--- src/rtl/dtrc_pkg.sv ---
`default_nettype none
package dtrc_pkg;

   localparam int unsigned TimeWidth   = 32;
   localparam int unsigned BrightWidth = 8;
   localparam int unsigned CsrWidth    = 16;
   localparam int unsigned CsrIdxWidth = 2;

   // configuration register indexes
   localparam logic [CsrIdxWidth-1:0] CSR_DEBOUNCE_MS     = 2'd0;
   localparam logic [CsrIdxWidth-1:0] CSR_GUARD_MS        = 2'd1;
   localparam logic [CsrIdxWidth-1:0] CSR_FALLBACK_BRIGHT = 2'd2;

   localparam logic [CsrWidth-1:0]    DEBOUNCE_MS_RESET     = 16'd50;
   localparam logic [CsrWidth-1:0]    GUARD_MS_RESET        = 16'd500;
   localparam logic [BrightWidth-1:0] FALLBACK_BRIGHT_RESET = 8'd128;

   // item commands
   localparam logic CMD_POLL = 1'b0;
   localparam logic CMD_SYNC = 1'b1;

   localparam logic LEVEL_PRESSED  = 1'b0;
   localparam logic LEVEL_RELEASED = 1'b1;

   typedef struct packed {
      logic                   cmd;
      logic [TimeWidth-1:0]   now_ms;
      logic                   btn1_level;
      logic                   btn2_level;
      logic [BrightWidth-1:0] bright_now;
      logic [BrightWidth-1:0] bright_last;
      logic                   lit1;
      logic                   lit2;
   } req_type;

   typedef struct packed {
      logic                   ch1_on;
      logic                   ch2_on;
      logic                   master_on;
      logic                   seg1_write;
      logic                   seg2_write;
      logic                   bright_write;
      logic [BrightWidth-1:0] bright_value;
      logic                   sync_taken;
   } rsp_type;

   // control from the top level to one button debouncer
   typedef struct packed {
      logic                 step;
      logic                 level;
      logic [TimeWidth-1:0] now_ms;
   } btn_ctl_type;

endpackage
`default_nettype wire

--- src/rtl/dtrc_req_if.sv ---
`default_nettype none
interface dtrc_req_if;
   import dtrc_pkg::*;

   logic    valid;
   logic    ready;
   req_type data;

   modport source (output valid, output data, input ready);
   modport sink (input valid, input data, output ready);
endinterface
`default_nettype wire

--- src/rtl/dtrc_rsp_if.sv ---
`default_nettype none
interface dtrc_rsp_if;
   import dtrc_pkg::*;

   logic    valid;
   logic    ready;
   rsp_type data;

   modport source (output valid, output data, input ready);
   modport sink (input valid, input data, output ready);
endinterface
`default_nettype wire

--- src/rtl/dtrc_debounce.sv ---
`default_nettype none
module dtrc_debounce (
   input  wire logic                           clock,
   input  wire logic                           reset,
   input  wire dtrc_pkg::btn_ctl_type          ctl,
   input  wire logic [dtrc_pkg::CsrWidth-1:0]  debounce_ms,
   output logic                                press
);
   import dtrc_pkg::*;

   logic                 raw_ff, raw_in;
   logic                 stable_ff, stable_in;
   logic [TimeWidth-1:0] when_ff, when_in;
   logic [TimeWidth-1:0] elapsed;
   logic                 settle;

   always_comb begin
      raw_in  = ctl.level;
      when_in = (ctl.level != raw_ff) ? ctl.now_ms : when_ff;
      elapsed = ctl.now_ms - when_in;
      settle  = (elapsed > {{(TimeWidth-CsrWidth){1'b0}}, debounce_ms})
                && (stable_ff != raw_in);
      stable_in = settle ? raw_in : stable_ff;
      press     = ctl.step && settle && (raw_in == LEVEL_PRESSED);
   end

   always_ff @(posedge clock) begin
      if (reset) begin
         raw_ff    <= LEVEL_RELEASED;
         stable_ff <= LEVEL_RELEASED;
         when_ff   <= '0;
      end else if (ctl.step) begin
         raw_ff    <= raw_in;
         stable_ff <= stable_in;
         when_ff   <= when_in;
      end
   end

endmodule
`default_nettype wire

--- src/rtl/debounced_toggle_relay_controller.sv ---
// Two-channel relay controller with debounced push-button toggles. Each
// request item is either a poll (raw button levels plus a millisecond
// timestamp) or a sync (host lit flags); every item yields exactly one
// response item with the channel and master relay states and any segment or
// brightness write requests. An item is fully processed in the cycle it is
// accepted and its response is registered into an output register, so
// the block sustains one item per clock; the request side stalls only while
// that output register holds a response the sink has not taken. Config
// writes through the csr_ port take effect on the next item.
`default_nettype none
module debounced_toggle_relay_controller (
   input  wire logic                             clock,
   input  wire logic                             reset,
   dtrc_req_if.sink                              req_chan,
   dtrc_rsp_if.source                            rsp_chan,
   input  wire logic                             csr_we,
   input  wire logic [dtrc_pkg::CsrIdxWidth-1:0] csr_index,
   input  wire logic [dtrc_pkg::CsrWidth-1:0]    csr_wdata
);
   import dtrc_pkg::*;

   logic [CsrWidth-1:0]    debounce_ms_ff;
   logic [CsrWidth-1:0]    guard_ms_ff;
   logic [BrightWidth-1:0] fallback_ff;

   logic                   ch1_ff, ch1_in;
   logic                   ch2_ff, ch2_in;
   logic [TimeWidth-1:0]   toggle_time_ff, toggle_time_in;
   logic                   rsp_valid_ff;
   rsp_type                rsp_data_ff, rsp_data_in;

   logic                   accept;
   logic                   is_poll;
   btn_ctl_type            btn1_ctl, btn2_ctl;
   logic                   press1, press2;
   logic                   ch1_mid;
   logic [BrightWidth-1:0] restore_val;
   logic [BrightWidth-1:0] bright_mid;
   logic                   restore1, restore2;
   logic [TimeWidth-1:0]   since_toggle;
   logic                   sync_ok;

   assign req_chan.ready = !rsp_valid_ff || rsp_chan.ready;
   assign accept         = req_chan.valid && req_chan.ready;
   assign is_poll        = (req_chan.data.cmd == CMD_POLL);

   always_ff @(posedge clock) begin
      if (reset) begin
         debounce_ms_ff <= DEBOUNCE_MS_RESET;
         guard_ms_ff    <= GUARD_MS_RESET;
         fallback_ff    <= FALLBACK_BRIGHT_RESET;
      end else if (csr_we) begin
         unique case (csr_index)
            CSR_DEBOUNCE_MS:     debounce_ms_ff <= csr_wdata;
            CSR_GUARD_MS:        guard_ms_ff    <= csr_wdata;
            CSR_FALLBACK_BRIGHT: fallback_ff    <= csr_wdata[BrightWidth-1:0];
            default: ;
         endcase
      end
   end

   always_comb begin
      btn1_ctl.step   = accept && is_poll;
      btn1_ctl.level  = req_chan.data.btn1_level;
      btn1_ctl.now_ms = req_chan.data.now_ms;
      btn2_ctl.step   = accept && is_poll;
      btn2_ctl.level  = req_chan.data.btn2_level;
      btn2_ctl.now_ms = req_chan.data.now_ms;
   end

   dtrc_debounce u_btn1 (
      .clock       (clock),
      .reset       (reset),
      .ctl         (btn1_ctl),
      .debounce_ms (debounce_ms_ff),
      .press       (press1)
   );

   dtrc_debounce u_btn2 (
      .clock       (clock),
      .reset       (reset),
      .ctl         (btn2_ctl),
      .debounce_ms (debounce_ms_ff),
      .press       (press2)
   );

   always_comb begin
      restore_val  = (req_chan.data.bright_last != '0) ? req_chan.data.bright_last
                                                      : fallback_ff;
      since_toggle = req_chan.data.now_ms - toggle_time_ff;
      sync_ok      = since_toggle >= {{(TimeWidth-CsrWidth){1'b0}}, guard_ms_ff};

      // button 1 toggles first; button 2 sees the brightness it restored
      ch1_mid    = ch1_ff ^ press1;
      restore1   = press1 && (ch1_mid || ch2_ff) && (req_chan.data.bright_now == '0);
      bright_mid = restore1 ? restore_val : req_chan.data.bright_now;
      restore2   = press2 && (ch1_mid || (ch2_ff ^ press2)) && (bright_mid == '0);

      ch1_in         = ch1_ff;
      ch2_in         = ch2_ff;
      toggle_time_in = toggle_time_ff;
      rsp_data_in    = '0;
      if (is_poll) begin
         ch1_in = ch1_mid;
         ch2_in = ch2_ff ^ press2;
         if (press1 || press2) begin
            toggle_time_in = req_chan.data.now_ms;
         end
         rsp_data_in.seg1_write   = press1;
         rsp_data_in.seg2_write   = press2;
         rsp_data_in.bright_write = restore1 || restore2;
         rsp_data_in.bright_value = (restore1 || restore2) ? restore_val : '0;
      end else if (sync_ok) begin
         ch1_in = req_chan.data.lit1;
         ch2_in = req_chan.data.lit2;
         rsp_data_in.sync_taken = 1'b1;
      end
      rsp_data_in.ch1_on    = ch1_in;
      rsp_data_in.ch2_on    = ch2_in;
      rsp_data_in.master_on = ch1_in || ch2_in;
   end

   always_ff @(posedge clock) begin
      if (reset) begin
         ch1_ff         <= 1'b0;
         ch2_ff         <= 1'b0;
         toggle_time_ff <= '0;
         rsp_valid_ff   <= 1'b0;
      end else begin
         if (accept) begin
            ch1_ff         <= ch1_in;
            ch2_ff         <= ch2_in;
            toggle_time_ff <= toggle_time_in;
            rsp_valid_ff   <= 1'b1;
         end else if (rsp_chan.ready) begin
            rsp_valid_ff   <= 1'b0;
         end
      end
   end

   always_ff @(posedge clock) begin
      if (accept) begin
         rsp_data_ff <= rsp_data_in;
      end
   end

   assign rsp_chan.valid = rsp_valid_ff;
   assign rsp_chan.data  = rsp_data_ff;

   // the response register mirrors the live channel state
   a_rsp_tracks_state: assert property (@(posedge clock) disable iff (reset)
      rsp_valid_ff |-> (rsp_data_ff.ch1_on == ch1_ff) && (rsp_data_ff.ch2_on == ch2_ff))
      else $error("response channel state differs from held state");

   a_master_or: assert property (@(posedge clock) disable iff (reset)
      rsp_valid_ff |-> rsp_data_ff.master_on == (rsp_data_ff.ch1_on || rsp_data_ff.ch2_on))
      else $error("master relay is not the OR of the channels");

   a_sync_no_writes: assert property (@(posedge clock) disable iff (reset)
      (rsp_valid_ff && rsp_data_ff.sync_taken) |->
         !(rsp_data_ff.seg1_write || rsp_data_ff.seg2_write || rsp_data_ff.bright_write))
      else $error("write request on a sync response");

   // a second toggle in the same poll may turn the last channel off again
   a_bright_needs_toggle: assert property (@(posedge clock) disable iff (reset)
      (rsp_valid_ff && rsp_data_ff.bright_write) |->
         (rsp_data_ff.seg1_write || rsp_data_ff.seg2_write))
      else $error("brightness restore without a local toggle");

   a_toggle_stamps_time: assert property (@(posedge clock) disable iff (reset)
      (accept && is_poll && (press1 || press2)) |=> toggle_time_ff == $past(req_chan.data.now_ms))
      else $error("local toggle did not record its time");

endmodule
`default_nettype wire

--- src/flat_wrapper.sv ---
// flat-port wrapper written by rule: the top's interface ports become plain ports
module debounced_toggle_relay_controller_flat import dtrc_pkg::*;
  (clock, reset, csr_we, csr_index, csr_wdata, req_chan_valid, req_chan_data, req_chan_ready, rsp_chan_valid, rsp_chan_data, rsp_chan_ready);
  dtrc_req_if req_chan_i ();
  dtrc_rsp_if rsp_chan_i ();
  input  wire logic clock;
  input  wire logic reset;
  input  wire logic csr_we;
  input  wire logic [dtrc_pkg::CsrIdxWidth-1:0] csr_index;
  input  wire logic [dtrc_pkg::CsrWidth-1:0] csr_wdata;
  input wire logic [$bits(req_chan_i.valid)-1:0] req_chan_valid;
  input wire logic [$bits(req_chan_i.data)-1:0] req_chan_data;
  output wire logic [$bits(req_chan_i.ready)-1:0] req_chan_ready;
  output wire logic [$bits(rsp_chan_i.valid)-1:0] rsp_chan_valid;
  output wire logic [$bits(rsp_chan_i.data)-1:0] rsp_chan_data;
  input wire logic [$bits(rsp_chan_i.ready)-1:0] rsp_chan_ready;
  assign req_chan_i.valid = req_chan_valid;
  assign req_chan_i.data = req_chan_data;
  assign req_chan_ready = req_chan_i.ready;
  assign rsp_chan_valid = rsp_chan_i.valid;
  assign rsp_chan_data = rsp_chan_i.data;
  assign rsp_chan_i.ready = rsp_chan_ready;
  debounced_toggle_relay_controller u_core (.clock(clock), .reset(reset), .req_chan(req_chan_i), .rsp_chan(rsp_chan_i), .csr_we(csr_we), .csr_index(csr_index), .csr_wdata(csr_wdata));
endmodule
--- config.mk ---
export PLATFORM = sky130hd
export DESIGN_NAME = debounced_toggle_relay_controller_flat
export DESIGN_NICKNAME = d
export VERILOG_FILES = /design/src/rtl/dtrc_pkg.sv /design/src/rtl/dtrc_req_if.sv /design/src/rtl/dtrc_rsp_if.sv /design/src/rtl/dtrc_debounce.sv /design/src/rtl/debounced_toggle_relay_controller.sv /design/src/flat_wrapper.sv
export SDC_FILE = /design/constraint.sdc
export NUM_CORES = 1
export LEC_CHECK = 0
export ABC_AREA = 1
export BUFFER_PORTS_ARGS = -buffer_cell sky130_fd_sc_hd__buf_2
export CAP_MARGIN = 5
export CORE_MARGIN = 1
export CORE_UTILIZATION = 55
export CTS_BUF_LIST = sky130_fd_sc_hd__clkbuf_8
export CTS_CLUSTER_SIZE = 25
export DETAILED_ROUTE_END_ITERATION = 12
export MAX_ROUTING_LAYER = met4
export PLACE_DENSITY = 0.75
export REMOVE_ABC_BUFFERS = 1
export SLEW_MARGIN = 20
export SYNTH_ARGS = -nofsm -noshare
export SYNTH_HDL_FRONTEND = slang
export SYNTH_SLANG_ARGS = --single-unit
--- constraint.sdc ---
create_clock -name clock -period 13.8 [get_ports clock]
set_clock_uncertainty 0.1 [all_clocks]
set_input_delay 2.07 -clock clock [delete_from_list [all_inputs] [get_ports clock]]
set_output_delay 2.07 -clock clock [all_outputs]
set_load 0.02 [all_outputs]
==> results of run 1 <==
[where the power goes]
group          internal, mW  total, mW  leakage [nW]  switching (mW)
clock                 0.141      0.374         0.211           0.233
combinational         0.249      0.738          5.92           0.489
sequential            0.491      0.504          1.32          0.0125
[registers in the layout, indices dropped and copies added (netlist names)]
register and count:
u_core.rsp_chan.data 15, u_core.debounce_ms_ff 16, u_core.u_btn1.when_ff 32, u_core.fallback_ff 8, u_core.toggle_time_ff 32, u_core.guard_ms_ff 16, u_core.u_btn1.raw_ff 1, u_core.u_btn2.raw_ff 1
u_core.ch2_ff 1, u_core.u_btn2.when_ff 32, u_core.u_btn1.stable_ff 1, u_core.rsp_chan.valid 1, u_core.ch1_ff 1, u_core.u_btn2.stable_ff 1
[metal layers]
| layer | part of all wire | GRT usage | vias up |
|---|---|---|---|
| li1 | - | - | 7531 |
| met1 | 0.44 | 0.473 | 7031 |
| met2 | 0.45 | 0.598 | 623 |
| met3 | 0.070 | 0.0435 | 111 |
| met4 | 0.039 | 0.143 | 0 |
| met5 | 0 | - | - |
[worst reg2reg max path, delay by kind of cell (launching register included)]
kind	cells	cell delay [ps]
AOI/OAI and AO/OA	2	320
xor gates and xnor gates	1	200
adders and majority gates	2	660
buffers and inverters	7	1140
DFF	1	330
muxes	1	380
and+or+nand+nor	21	2960
[cells by family after synthesis]
family	after synthesis	synth area share
AND/OR/NAND/NOR	939	0.288
AO/OA/AOI/OAI	524	0.198
buffers and inverters	377	0.103
flip-flops	158	0.234
adder cells (fa/ha/maj)	133	0.119
XOR/XNOR	50	0.0309
multiplexers	38	0.0269
[synth_stat cells (6+ instances only)]
cell type | number | area (um2)
nor3_1 | 26 | 130
nand4_1 | 45 | 282
nor4_1 | 9 | 56.3
ha_1 | 131 | 1640
a21oi_2 | 10 | 87.6
o21ai_0 | 192 | 961
nand2_2 | 16 | 100
nand3_1 | 130 | 651
nor2_1 | 199 | 747
edfxtp_1 | 15 | 450
clkbuf_1 | 40 | 150
nand3_2 | 11 | 110
mux2i_1 | 38 | 380
dfxtp_1 | 143 | 2860
nand2_1 | 474 | 1780
xnor2_1 | 14 | 123
o21ai_1 | 22 | 110
a21o_1 | 11 | 82.6
a211oi_1 | 6 | 45.0
xor2_1 | 36 | 315
o21bai_1 | 10 | 75.1
a21oi_1 | 243 | 1220
inv_2 | 7 | 26.3
o211ai_1 | 14 | 105
nand3b_1 | 10 | 75.1
nor2_2 | 6 | 37.5
inv_1 | 319 | 1200
[how the worst max path moves through the flow]
stage / startpoint / to / slack [ps] / cells past startpoint
2_1_floorplan: req_chan_data[18] / u_core.toggle_time_ff[21]$_SDFFE_PP0P_ / 5580 / 28
3_3_place_gp: req_chan_data[19] / u_core.toggle_time_ff[28]$_SDFFE_PP0P_ / 6070 / 35
3_5_place_dp: req_chan_data[19] / u_core.toggle_time_ff[26]$_SDFFE_PP0P_ / 6030 / 35
4_1_cts: req_chan_data[19] / u_core.toggle_time_ff[15]$_SDFFE_PP0P_ / 6410 / 35
5_1_grt: req_chan_data[19] / u_core.toggle_time_ff[15]$_SDFFE_PP0P_ / 5870 / 35
6_report: req_chan_data[19] / u_core.toggle_time_ff[15]$_SDFFE_PP0P_ / 6270 / 35
[metrics by stage]
step	std cells	instance area (um2)	util
6_report	2628	15300	0.607
2_1_floorplan	2170	13900	-
3_5_place_dp	2596	14900	0.590
3_3_place_gp	2596	14900	0.590
5_1_grt	2628	15300	0.607
4_1_cts	2628	15300	0.607
[cell type report]
cell class / count / area (um2) / share of cell area
repair buffers: 96 / 490 / 0.0321
clock buffers: 17 / 234 / 0.0153
well taps: 330 / 413 / 0.0270
flip-flops and latches: 158 / 3310 / 0.217
inverters: 328 / 1230 / 0.0807
multi-input cells: 1684 / 9410 / 0.616
clock inverters: 15 / 189 / 0.0124
==> impl_metrics.py, run 1 <==
metrics = {
    "global_route": {
        "antenna_found_initial": 0,
        "first_global_vias": 14079,
        "overflow": 0,
        "grt_max_degree": 115,
        "grt_pass1_wl_um": 74200,
        "track_usage": 0.371,
    },
    "power": {
        "ir_worst_vdd_v": 0.0000554,
        "power.total_mw": 1.62,
        "power.leakage_nw": 7.45,
        "p_per_area_mw_per_mm2": 106,
    },
    "synth": {
        "synth_cells": 2219,
        "synth_area_mm2": 0.0142,
        "ys_types": 46,
        "avgSynthCellArea_um2": 6.38,
        "synth_edf_count": 15,
        "synth_seq_area_share": 0.234,
        "ys_warn_count": 0,
        "ys_seq_elements": 158,
        "ys_async_sr_fraction": 0,
        "ys.flop_type": "dfxtp_1",
    },
    "timing": {
        "worst_slew_pin_slew_ps": 1050,
        "hold_slack_ps": 370,
        "setup_tns_ps": 0,
        "setup_viol": 0,
        "fmax_mhz": 133,
        "period_share": 0.546,
        "setup_ws_ps": 6270,
        "finalCriticalPeriod_ps": 7530,
        "relSlewSlack": 0.303,
        "final_max_slew_viol_count": 0,
        "finalHoldViolCount": 0,
        "rsz0062_at_grt": "no",
    },
    "cts": {
        "ctsRootBufferMaster": "clkbuf_8",
        "cts_hold_buf": 0,
        "cts_tree": "done",
        "cts_buffers": 17,
        "cts_buffer_depth": 2,
        "cts_resized": 0,
        "cts_setup_buffers": 0,
        "clk_latency_ps": 490,
        "h-tree-depth": 4,
        "cts.sinks": 158,
        "clk_pin_slew_ps": 100,
    },
    "worst_setup_path": {
        "cp.required_ps": 14110,
        "crit_buf_inv": 8,
        "r2r_start": "u_core.u_btn1.raw_ff$_SDFFE_PP1P_",
        "r2r-end": "u_core.toggle_time_ff[15]$_SDFFE_PP0P_",
        "crit_path_max_incr_delay_ps": 430,
        "reg2regPathDepth": 34,
        "crit_family": "simple AND/OR/NAND/NOR gates",
        "critPathLaunchType": "input pin",
        "arrival_ps": 7840,
        "rrSetupSlack_ps": 7640,
        "crit_slowest_cell": "buf_4",
        "end_kind": "flip-flop",
        "crit_path_max_fanout": 39,
        "worst_path_most_repeated_cell": "nand2_1",
        "path_class": "input pin to flip-flop",
    },
    "cells_and_area": {
        "most-common-layout-cells": "nand2_1, inv_1, a21oi_1, nor2_1, o21ai_0",
        "areaGrowthSynthToFinish_pct": 7.95,
        "layout-drive-gt1-share": 0.0822,
        "diodes": 0,
        "final_nets": 2494,
        "nFillCells": 2479,
        "final_common_cell": "nand2_1",
    },
    "place": {
        "port_buffers": 92,
        "dp_hpwl_um": 38300,
        "gp_congestion": 0.993,
        "preCtsSetupSlack_ps": 6030,
    },
    "run_status": {
        "run_status": "completed",
    },
    "floorplanning": {
        "pin_count": 93,
        "rows": 58,
        "die_w_um": 162,
        "initial_core_util": 0.562,
        "fp.dieArea_mm2": 0.0264,
        "fp.dieH_um": 162,
        "fp.coreArea_mm2": 0.0252,
    },
    "hold_path": {
        "worstHoldStart": "u_core.toggle_time_ff[16]$_SDFFE_PP0P_",
        "hold_path_depth": 2,
        "hold_end": "u_core.toggle_time_ff[16]$_SDFFE_PP0P_",
        "worstHoldPathType": "flip-flop to flip-flop",
    },
    "routing": {
        "viasPerCell": 5.82,
        "first_pass_iters": 6,
        "drt_iter0_drc": 1487,
        "vias": 15296,
        "drcViolationCount": 0,
        "ant_nets": 0,
        "post_drt_wl_per_cell_um": 18.0,
        "finalWirelength_um": 47300,
    },
    "flow_run": {
        "max_cap_viol_count": 0,
    },
}
(Power assumes the default switching activity.)
==> run 2, diff against run 1 <==
- PLACE_DENSITY: 0.75 -> 0.78
- clock period: 13.8 -> 6.26 ns (I/O delays scaled with it)
==> run 2 against run 1 <==
Compared with the run above:
- via count grew 1.0%
- worst setup slack got worse by 5700 ps
- sequential power grew 120%
- total power is 120% higher
- die area is the same
- count of clock-buffer cells in the layout is the same
- register-to-register slack worse by 6900 ps
- critical endpoint is now u_core.toggle_time_ff[26]$_SDFFE_PP0P_
- wire length grew 1.5%
- core utilization increased by 0.42 points
- critical path type unchanged
- first-iteration DRC count grew 12%
- final cell count up 0.49%
==> impl_metrics.py, run 2 (synthesized netlist as in run 1, its figures left out) <==
metrics = {
    "timing": {
        "final_max_slew_viol_count": 0,
        "finalCriticalPeriod_ps": 5700,
        "relSlewSlack": 0.303,
        "fmax_mhz": 176,
        "hold_slack_ps": 363,
        "finalHoldViolCount": 0,
        "rsz0062_at_grt": "no",
        "setup_ws_ps": 565,
        "worst_slew_pin_slew_ps": 1050,
        "setup_viol": 0,
        "period_share": 0.910,
    },
    "place": {
        "port_buffers": 92,
        "place_inst": 2609,
        "gp_congestion": 1.06,
        "preCtsSetupSlack_ps": 183,
        "dp_hpwl_um": 39500,
    },
    "hold_path": {
        "worstHoldPathType": "flip-flop to flip-flop",
    },
    "cts": {
        "cts_setup_buffers": 0,
        "cts_buffers": 17,
        "clk_pin_slew_ps": 100,
        "h-tree-depth": 4,
        "cts_hold_buf": 0,
        "cts_tree": "done",
        "clk_latency_ps": 490,
        "cts_buffer_depth": 2,
        "ctsRootBufferMaster": "clkbuf_8",
        "cts_resized": 0,
        "cts.sinks": 158,
    },
    "worst_setup_path": {
        "crit_path_max_fanout": 26,
        "arrival_ps": 6020,
        "end_kind": "flip-flop",
        "crit_slowest_cell": "ha_1",
        "cp.required_ps": 6580,
        "r2r_start": "u_core.u_btn2.raw_ff$_SDFFE_PP1P_",
        "rrSetupSlack_ps": 750,
        "r2r-end": "u_core.toggle_time_ff[26]$_SDFFE_PP0P_",
        "crit_buf_inv": 6,
        "path_depth": 31,
        "crit_end": "u_core.toggle_time_ff[26]$_SDFFE_PP0P_",
        "critPathLaunchType": "input pin",
        "crit_path_max_incr_delay_ps": 390,
        "cp-startpoint": "req_chan_data[18]",
        "path_class": "input pin to flip-flop",
        "crit_family": "simple AND/OR/NAND/NOR gates",
        "reg2regPathDepth": 30,
    },
    "routing": {
        "drcViolationCount": 0,
        "viasPerCell": 5.85,
        "finalWirelength_um": 48000,
        "ant_nets": 0,
        "first_pass_iters": 6,
        "post_drt_wl_per_cell_um": 18.2,
        "vias": 15451,
        "drt_iter0_drc": 1669,
    },
    "floorplanning": {
        "initial_core_util": 0.562,
        "fp.dieArea_mm2": 0.0264,
        "fp.dieH_um": 162,
        "pin_count": 93,
        "rows": 58,
        "fp.coreArea_mm2": 0.0252,
        "die_w_um": 162,
    },
    "power": {
        "p_int_mw": 1.95,
        "ir_worst_vdd_v": 0.000152,
        "p_clk_frac": 0.229,
        "p_per_area_mw_per_mm2": 232,
        "power.leakage_nw": 7.51,
        "switching_share": 0.453,
        "power_switching_mw": 1.62,
        "seqPwrFrac": 0.311,
        "power.total_mw": 3.58,
        "pwr-share-comb": 0.460,
    },
    "cells_and_area": {
        "reg_top3": "u_core.toggle_time_ff x32, u_core.u_btn1.when_ff x32, u_core.u_btn2.when_ff x32",
        "layout-drive-gt1-share": 0.0874,
        "areaGrowthSynthToFinish_pct": 8.69,
        "final_nets": 2507,
        "final-instance-count-excl-fill": 2641,
        "most-common-layout-cells": "nand2_1, inv_1, a21oi_1, nor2_1, o21ai_0",
        "final_common_cell": "nand2_1",
        "diodes": 0,
    },
    "global_route": {
        "antenna_found_initial": 0,
        "grt_pass1_wl_um": 74400,
        "overflow": 0,
        "track_usage": 0.375,
        "first_global_vias": 14102,
        "grt_max_degree": 115,
    },
    "flow_run": {
        "max_cap_viol_count": 0,
    },
    "run_status": {
        "run_status": "completed",
    },
}
-- run 2: cell type report --
class	count	area [um2]
fill	2472	9790
inverter	328	1230
timing repair buffer	109	601
tap	330	413
sequential	158	3310
clock buffer	17	234
clock inverter	15	183
multi-input combinational	1684	9410
-- run 2: how the worst min path moves through the flow --
stage	start	end	cells after the start
after floorplan	u_core.u_btn2.when_ff[0]$_SDFFE_PP0P_	u_core.u_btn2.when_ff[0]$_SDFFE_PP0P_	2
after global placement	u_core.u_btn2.when_ff[0]$_SDFFE_PP0P_	u_core.u_btn2.when_ff[0]$_SDFFE_PP0P_	2
after detailed placement	u_core.u_btn2.when_ff[0]$_SDFFE_PP0P_	u_core.u_btn2.when_ff[0]$_SDFFE_PP0P_	2
after CTS	u_core.u_btn2.when_ff[0]$_SDFFE_PP0P_	u_core.u_btn2.when_ff[0]$_SDFFE_PP0P_	2
after global routing	u_core.toggle_time_ff[14]$_SDFFE_PP0P_	u_core.toggle_time_ff[14]$_SDFFE_PP0P_	2
final	u_core.toggle_time_ff[12]$_SDFFE_PP0P_	u_core.toggle_time_ff[12]$_SDFFE_PP0P_	2
-- run 2: layer usage --
metal  GRT usage  routed length [um]
met5           -                   0
met4       0.148                1850
met2       0.614               21900
met1       0.469               20400
met3      0.0428                3800
-- run 2: power by group through the flow --
stage	clock [mW]	sequential, mW	combinational [mW]
4_1_cts	0.817	1.11	1.61
3_5_place_dp	0	1.13	1.61
6_report	0.819	1.11	1.65
2_1_floorplan	0	1.13	1.14
5_1_grt	0.858	1.12	1.83
3_3_place_gp	0	1.13	1.58
-- run 2: worst reg2reg max path, delay by kind of cell, from the launching register on --
family | cells | cell delay (ps)
and+or+nand+nor | 16 | 2270
muxes | 1 | 130
buffers and inverters | 5 | 720
xor gates and xnor gates | 2 | 530
adders and majority gates | 2 | 650
DFF | 1 | 440
AOI/OAI and AO/OA | 4 | 600
-- run 2: through the flow --
| stage | area (um2) | setup TNS (ps) | util |
|---|---|---|---|
| final | 15400 | 0 | 0.611 |
| after global routing | 15400 | 0 | 0.611 |
| after CTS | 15400 | 0 | 0.611 |
| after detailed placement | 15000 | 0 | 0.594 |
| after global placement | 15000 | 0 | 0.594 |
| after floorplan | 13900 | -30160 | - |
